**config.mk**
```make
export PLATFORM = sky130hd
export DESIGN_NAME = apq_ram
export DESIGN_NICKNAME = d
export VERILOG_FILES = /design/src/rtl/apq_ram.sv
export SDC_FILE = /design/constraint.sdc
export NUM_CORES = 2
export LEC_CHECK = 0
export BUFFER_PORTS_ARGS = -buffer_cell sky130_fd_sc_hd__buf_2
export CORE_UTILIZATION = 50
export CTS_CLUSTER_SIZE = 12
export DETAILED_ROUTE_END_ITERATION = 10
export GPL_TIMING_DRIVEN = 0
export PLACE_DENSITY = 0.65
export RECOVER_POWER = 50
export SLEW_MARGIN = 20
export SYNTH_ARGS = -nofsm -noshare
export SYNTH_HDL_FRONTEND = slang
export SYNTH_SLANG_ARGS = --single-unit
```
**constraint.sdc**
```tcl
create_clock -name aclk -period 7.1 [get_ports aclk]
set_input_delay 1.42 -clock aclk [delete_from_list [all_inputs] [get_ports aclk]]
set_output_delay 1.42 -clock aclk [all_outputs]
set_load 0.01 [all_outputs]
```
**src/rtl/apq_ram.sv**
```systemverilog
module apq_ram #(
    parameter int W = 48,
    parameter int D = 64
) (
    input  logic                                aclk,
    input  logic                                we,
    input  logic [(D > 1 ? $clog2(D) : 1)-1:0] waddr,
    input  logic [W-1:0]                        wdata,
    input  logic [(D > 1 ? $clog2(D) : 1)-1:0] raddr,
    output logic [W-1:0]                        rdata
);

    logic [W-1:0] mem [D];

    // one write port, one registered read port
    always_ff @(posedge aclk) begin
        if (we) begin
            mem[waddr] <= wdata;
        end
        rdata <= mem[raddr];
    end

endmodule

```
==> impl_metrics.tcl <==
set metrics [dict create \
    fin_skew_ps 52.7 \
    yosysTopAreaCellShare_pct 78.8 \
    cp_data_arrival_time_ps 5400 \
    drv_cap 50 \
    p_leak_nw 42.1 \
    start_kind "input pin" \
    syn_area_mm2 0.117 \
    syn-mean-instance-area_um2 23.6 \
    end_kind "flip-flop" \
    clkTransAtPathRegs_ps 60 \
    rsz0062_at_grt "false" \
    path_max_fanout 10 \
    synth-edff-count 3072 \
    slew_viol_final 3093 \
    cts_tree "done" \
    vias 59000 \
    cts_root_buffer "clkbuf_16" \
    setup_violations 0 \
    fp.coreArea_mm2 0.233 \
    finalCritPeriodShare_pct 65.6 \
    dieArea_mm2 0.236 \
    use_met3_pct 5.91 \
    routed_wl_um 334000 \
    grt_pass1_vias 58000 \
    use_met2_pct 44.4 \
    drt-pass1-iter-count 6 \
    postCtsSetupBuffers 0 \
    fp.dieH_um 486 \
    htreeDepth 5 \
    crit_path_cell_trace "buf_2 -> buf_4 -> buf_4 -> buf_2 -> nand3b_1 -> o221ai_1 -> a21oi_1 -> nor2_1 -> a221oi_1" \
    period_needed_ps 4660 \
    worst_slew_pin_slew_ps 3320 \
    post_cts_resized 0 \
    clk_path_buf_depth 4 \
    grt.total_usage_pct 28.5 \
    yosysUniqueCellTypes 36 \
    violations "max-capacitance violations, max-slew violations" \
    final_cells 8930 \
    busiest_layer "met2" \
    fmax_mhz 215 \
    cts_buffers 330 \
    place_inst 8405 \
    routedWlPerCell_um 37.4 \
    rows 177 \
    design_area_mm2 0.135 \
    synthArstFlopShare_pct 0 \
    ant_nets 0 \
    ir_worst_vdd_v 0.000281 \
    hold_viol 0 \
    max_stage_delay_ps 830 \
    syn_nets 5032 \
    slew-limit-headroom_pct -122 \
    antenna_found_initial 19 \
    finalPower_mw 37.9 \
    synth_commonest_cells "edfxtp_1, mux4_2, nor2_1" \
    area.growth.synth_to_final_pct 15.7 \
    ios 110 \
    hp-class "reg -> reg" \
    grt_overflow 0 \
    cts.sinks 3120 \
    postCtsHoldBufs 0 \
    clk_latency_ps 950 \
    ys_seq_elements 3120 \
    nets 5671 \
    status "finished with violations" \
    synth.area.top_cells "edfxtp_1, mux4_2, dfxtp_1" \
    die_width_um 486 \
    grt_pass1_wl_um 462000 \
    grt.met1_usage_pct 39.9 \
    drtIter0Drc 9530 \
    port_buffers 101 \
    place_area_mm2 0.126 \
    ys_seq_area_share_pct 79.6 \
    critPathKind "in -> reg" \
    start_util_pct 50.3 \
    gp_congestion 0.823 \
    synth.most_common_cell "edfxtp_1" \
    post-route-util_pct 58.2 \
    ys_warn_count 0 \
    via_per_inst 6.61 \
    dpl.hpwl_um 221000 \
    cp_data_required_time_ps 7840 \
    drc 0 \
    power.density_mw_per_mm2 280 \
    synth_top_area_cell "edfxtp_1" \
    critical_path.slowest_cell "nand3b_1" \
    drive_above_1_share_pct 28.4 \
    yosys_most_used_dff "edfxtp_1" \
    synth_cells 4970 \
    grt_max_degree 65 \
]
layer usage:
layer  up-vias  wire length, um
met4        12            13800
li1      22800                -
met1     31700           126000
met2      3924           158000
met5         -               79
met3       635            36500
worst max-delay path, delay by kind of cell:
kind | cells | cell delay (ps)
buffers and inverters | 4 | 1420
AND/OR/NAND/NOR | 2 | 1630
AO/OA/AOI/OAI | 3 | 880
flip-flops by register name, indices dropped and copies added, names as in the netlist:
name,flops
mem,3072
rdata,48
stage by stage:
| step | TNS (ps) | hold slack [ps] | setup slack (ps) |
|---|---|---|---|
| 3_5_place_dp | 0 | 750 | 1600 |
| 6_report | 0 | 758 | 2440 |
| 5_1_grt | 0 | 847 | 2470 |
| 4_1_cts | 0 | 760 | 2570 |
| 3_3_place_gp | -2382660 | 761 | -3580 |
| 2_1_floorplan | 0 | 710 | 1400 |
final timing paths:
| path | from | end | slack (ps) | cells after the start |
|---|---|---|---|---|
| worst max-delay path | raddr[1] | rdata[34] | 2440 | 9 |
| worst max register to register | mem[46][45] | rdata[45] | 4560 | 5 |
| worst min register to register | mem[58][20] | rdata[20] | 760 | 4 |
| worst min-delay path | mem[58][20] | rdata[20] | 760 | 4 |
report_power, final:
group          internal (mW)  switching [mW]  leakage [nW]
registers               20.4          0.0448          28.0
clock network           8.73            6.70          4.51
logic                  0.671            1.36          9.57
layout by cell type (no fill, tap or decap), types with 67 or more instances in the layout:
master        n
a21oi_1      74
mux4_2      754
a22oi_1      72
a221oi_1     83
buf_2       151
buf_4        76
clkbuf_16   337
o22ai_1     122
buf_16       67
clkbuf_1    237
nor2_1       75
edfxtp_1   3072
buf_12      112
logic make-up (layout without fill, tap and decap cells):
logic type,after synthesis,in the layout,share of synthesized area (%)
buffers and inverters,282,1098,1.28
DFF,3120,3120,79.6
muxes,829,829,15.2
and+or+nand+nor,253,253,0.957
AOI/OAI and AO/OA,486,486,3.02
other,0,12,0
area by class of cell:
type | count | area, um^2
multi-input cells | 1568 | 22800
well taps | 3132 | 3920
flip-flops and latches | 3120 | 93200
clock buffers | 439 | 8880
diodes | 12 | 30.0
plain buffers | 282 | 1510
clock inverters | 70 | 372
fillers | 16300 | 97300
repair buffers | 307 | 4730
(Power assumes the default switching activity.)
