**src/rtl/apq_pkg.sv**
```systemverilog
package apq_pkg;

    // default sizes
    localparam int DEF_QUEUE_DEPTH = 64;
    localparam int DEF_MAX_CPUS    = 16;

    // opcodes
    localparam logic [1:0] OP_WAKE    = 2'd0;
    localparam logic [1:0] OP_SCHED   = 2'd1;
    localparam logic [1:0] OP_PREEMPT = 2'd2;

    // scheduling modes
    localparam logic [1:0] MODE_AGING = 2'd2;

    // configuration register indexes
    localparam logic [1:0] CFG_MODE   = 2'd0;
    localparam logic [1:0] CFG_WEIGHT = 2'd1;
    localparam logic [1:0] CFG_CPUS   = 2'd2;

    // aged priority: 8-bit prio plus 32x16 product
    localparam int AGED_W = 49;

    // one stored process
    typedef struct packed {
        logic [31:0] stamp;
        logic [7:0]  prio;
        logic [7:0]  pid;
    } entry_t;

    // one result item
    typedef struct packed {
        logic       ov;
        logic [3:0] qc;
        logic       qv;
        logic [7:0] pp;
        logic       pv;
    } res_t;

endpackage

```
**src/rtl/apq_aged.sv**
```systemverilog
module apq_aged
    import apq_pkg::*;
#(
    parameter int TW = 6
) (
    input  logic              aclk,
    input  logic              aresetn,
    input  logic              in_valid,
    input  logic [TW-1:0]     in_tag,
    input  logic [7:0]        in_prio,
    input  logic [31:0]       in_stamp,
    input  logic [31:0]       now,
    input  logic [15:0]       weight,
    output logic              out_valid,
    output logic [TW-1:0]     out_tag,
    output logic [AGED_W-1:0] out_value
);

    logic              v1_reg;
    logic [TW-1:0]     tag1_reg;
    logic [47:0]       prod_reg;
    logic [7:0]        prio1_reg;
    logic              v2_reg;
    logic [TW-1:0]     tag2_reg;
    logic [AGED_W-1:0] sum_reg;
    logic [31:0]       wait_time;

    assign wait_time = now - in_stamp;

    // stage one: waiting time times weight
    always_ff @(posedge aclk) begin
        if (!aresetn) begin
            v1_reg <= 1'b0;
            v2_reg <= 1'b0;
        end else begin
            v1_reg <= in_valid;
            v2_reg <= v1_reg;
        end
        tag1_reg  <= in_tag;
        prod_reg  <= wait_time * weight;
        prio1_reg <= in_prio;
        // stage two: add static priority
        tag2_reg  <= tag1_reg;
        sum_reg   <= {1'b0, prod_reg} + {41'd0, prio1_reg};
    end

    assign out_valid = v2_reg;
    assign out_tag   = tag2_reg;
    assign out_value = sum_reg;

endmodule

```
**config.mk**
```make
export PLATFORM = sky130hd
export DESIGN_NAME = apq_aged
export DESIGN_NICKNAME = d
export VERILOG_FILES = /design/src/rtl/apq_pkg.sv /design/src/rtl/apq_aged.sv
export SDC_FILE = /design/constraint.sdc
export NUM_CORES = 1
export LEC_CHECK = 0
export BUFFER_PORTS_ARGS = -buffer_cell sky130_fd_sc_hd__buf_2
export CORE_MARGIN = 4
export CORE_UTILIZATION = 40
export DETAILED_ROUTE_END_ITERATION = 8
export PLACE_DENSITY = 0.6
export SYNTH_ARGS = -nofsm -noshare
export SYNTH_HDL_FRONTEND = slang
export SYNTH_SLANG_ARGS = --single-unit
export TNS_END_PERCENT = 1
```
**constraint.sdc**
```tcl
create_clock -name aclk -period 7.8 [get_ports aclk]
set_input_delay 0.39 -clock aclk [delete_from_list [all_inputs] [get_ports aclk]]
set_output_delay 0.39 -clock aclk [all_outputs]
set_load 0.02 [all_outputs]
```
==> run_results.csv <==
group,metric,value,unit
finish,fin_cells,3480,
detailed_routing,viasPerCell,4.89,
synth,yosys_warnings,0,
clock_tree,h-tree-depth,4,
placed_design,placedInstanceArea,0.0248,mm^2
critical_path,rrSetupSlack,4.65,ns
finish,layout.nets,3455,
detailed_routing,drt_pre_antenna_iters,7,
floorplan,dieArea,0.0575,mm^2
sta,fin_ws,0.183,ns
floorplan,die_w,240,um
critical_path,cpPeakStageDelay,0.53,ns
clock_tree,cts_tree,"yes",
detailed_routing,wire_per_inst,16.0,um
floorplan,rows,84,
synth,ys_types,71,
critical_path,crit_cells,35,
critical_path,worstPathRequired,8.08,ns
critical_path,r2r-end,"out_value[40]",
sta,fin_worst_skew,0.00624,ns
detailed_routing,drc,0,
synth,synth_top_area_share,0.391,
critical_path,critPathMostFrequentCell,"fa_1",
critical_path,crit_fanout,5,
synth,synth_area,0.0215,mm^2
synth,ys_ff_latch,119,
clock_tree,cts_made_buffers,17,
critical_path,worstSetupStartpointType,"input port",
detailed_routing,drt_iter0_drc,762,
detailed_routing,dr_total_vias,17000,
sta,fmax,131,MHz
grt,grt_pass1_vias,18400,
status,status,"finished clean",
floorplan,fp.dieH,240,um
synth,synth_xor_area_frac,0.0464,
sta,worst_slew_pin_slew,0.834,ns
clock_tree,clock-sinks,119,
placed_design,place_congestion,0.896,
critical_path,crit_path_end,"prod_reg[39]",
sta,drv_slew,0,
sta,slew_headroom,0.444,
finish,largest_reg_flops,49,
sta,hold_viol,0,
placed_design,portBuffers,152,
synth,yosys.area_share.adder,0.483,
clock_tree,ctsHoldBuffers,0,
synth,synthSimpleGateAreaFrac,0.175,
clock_tree,clk_pin_slew,0.06,ns
grt,grt.overflow.total,0,
placed_design,dp_hpwl,46300,um
critical_path,endpoint_kind,"register",
synth,synth_compound_gate_area_share,0.0768,
critical_path,r2r_cells,12,
synth,yosysSeqAreaShare,0.111,
detailed_routing,drt_wl_total,55800,um
synth,ys.flop_type,"dfxtp_1",
synth,synth_top_area_cell,"fa_1",
sta,min_period,7.62,ns
synth,synth_nets,3112,
finish,antennaDiodeCount,0,
synth,synth_edf_count,0,
sta,setup_viol,0,
critical_path,critPathSlowestCell,"fa_1",
synth,ys_async_sr_fraction,0,
grt,grt_max_degree,33,
sta,rsz0062_at_grt,"yes",
synth,synthCells,2436,
placed_design,pre_cts_ws,-0.680,ns
finish,post-route-util,0.491,
synth,synthTopCellsByArea,"fa_1, dfxtp_1, ha_1",
critical_path,crit-reg2reg-launch,"prod_reg[0]",
clock_tree,clock_latency,0.40,ns
critical_path,worst-path-buf-inv,8,
job,cap_violations,0,
clock_tree,cts-root-buf,"clkbuf_16",
floorplan,start_util,0.407,
grt,grt_use_total,0.196,
finish,final_area,0.0259,mm^2
placed_design,placed_cells,3436,
critical_path,crit_path_start,"now[0]",
synth,yosys.cell_count.top_type,"inv_1",
finish,drive_gt1_frac,0.201,
critical_path,timing_worst_setup_path_type,"input port to register",
grt,antenna_found_initial,0,
synth,synth_common_cells,"inv_1, fa_1, nand2_1, and2_1, ha_1",
min_path,hp-class,"input port to register",
critical_path,cp_top_family,"adder cells",
grt,grt_pass1_wl,92100,um
floorplan,coreArea,0.0529,mm^2
detailed_routing,ant_nets,0,
synth,synth_mux_area_frac,0.000465,
sta,post-route-period-util,0.977,
clock_tree,ctsLongestPathBuffers,2,
synth,avgSynthCellArea,8.83,um^2
critical_path,cp.arrival,7.90,ns
synth,synth_top_family_by_area,"adder cells",
floorplan,io_pins,153,
finish,area_growth,20.6,%
-- per-layer routing --
metal  global-route usage  wire [um]  vias to the layer above
li1                     -          -                     8058
met1                0.272      25400                     8403
met2                0.334      26200                      493
met3               0.0257       3320                       65
met4               0.0350        866                        0
met5                    0          0                        -
-- timing repair --
action / CTS / global route
setup buffers: 1 / 9
setup endpoints to repair: 14 / 21
gates cloned: 0 / 2
pin swaps: 3 / 52
resized for setup: 5 / 94
-- placed cells by master, fill, tap and decap left out, types with 5 or more instances in the layout --
master     synthesis  layout
inv_1            512     509
fa_1             420     412
nand2_1          351     350
buf_4              1     254
and2_1           192     192
buf_2              9     152
ha_1             159     147
dfxtp_1          119     119
xnor2_1           76      71
a21oi_1           77      58
nor2_1            51      47
a21o_1            43      43
nor2b_1           39      39
xor2_1            36      35
nand3_1           31      30
o21ai_0           30      27
and3_1            23      23
nand4_1           22      22
a21oi_2            1      20
clkbuf_16          0      18
nand2b_1          17      17
o21ai_1           14      11
a31oi_1           14      11
nor3_1            13      11
o21bai_1          11      10
nand2_2           10      10
ha_4               0       9
fa_2               0       8
buf_12             0       8
o211ai_1           7       7
a211oi_2           3       6
xnor2_2            1       6
o21a_1             6       6
nor2_2             1       5
o21ai_2            1       5
-- logic make-up (layout without fill, tap and decap cells) --
family	after synthesis	in the layout
flops	119	119
fa+ha+maj	579	579
buf+inv	608	964
simple gates	768	768
mux	1	1
xor+xnor	113	113
compound gates	248	248
-- per-stage QoR --
step / TNS, ns / hold WS (ns)
2_1_floorplan: 0 / 0.310
3_3_place_gp: -8.05 / 0.310
3_5_place_dp: -9.94 / 0.316
4_1_cts: 0 / 0.0688
5_1_grt: -0.366 / 0.0655
6_report: 0 / 0.0847
-- area by class of cell --
type,count,area [um^2]
clock inverters,13,166
clock buffers,19,453
inverters,513,1930
well taps,688,861
fillers,5065,26900
repair buffers,419,2890
flip-flops and latches,119,2380
multi-input cells,1709,17300
-- how the worst min path moves through the flow --
stage | slack, ns | from | end | cells past startpoint
finish | 0.08 | in_tag[2] | tag1_reg[2] | 1
global route | 0.07 | in_prio[1] | prio1_reg[1] | 1
CTS | 0.07 | in_tag[2] | tag1_reg[2] | 1
detailed placement | 0.32 | tag1_reg[3] | out_tag[3] | 0
global placement | 0.31 | tag1_reg[2] | out_tag[2] | 0
floorplan | 0.31 | tag1_reg[0] | out_tag[0] | 0
Power is not shown: default switching activity piles up to over one toggle a cycle in this logic, so the estimate is an artifact.
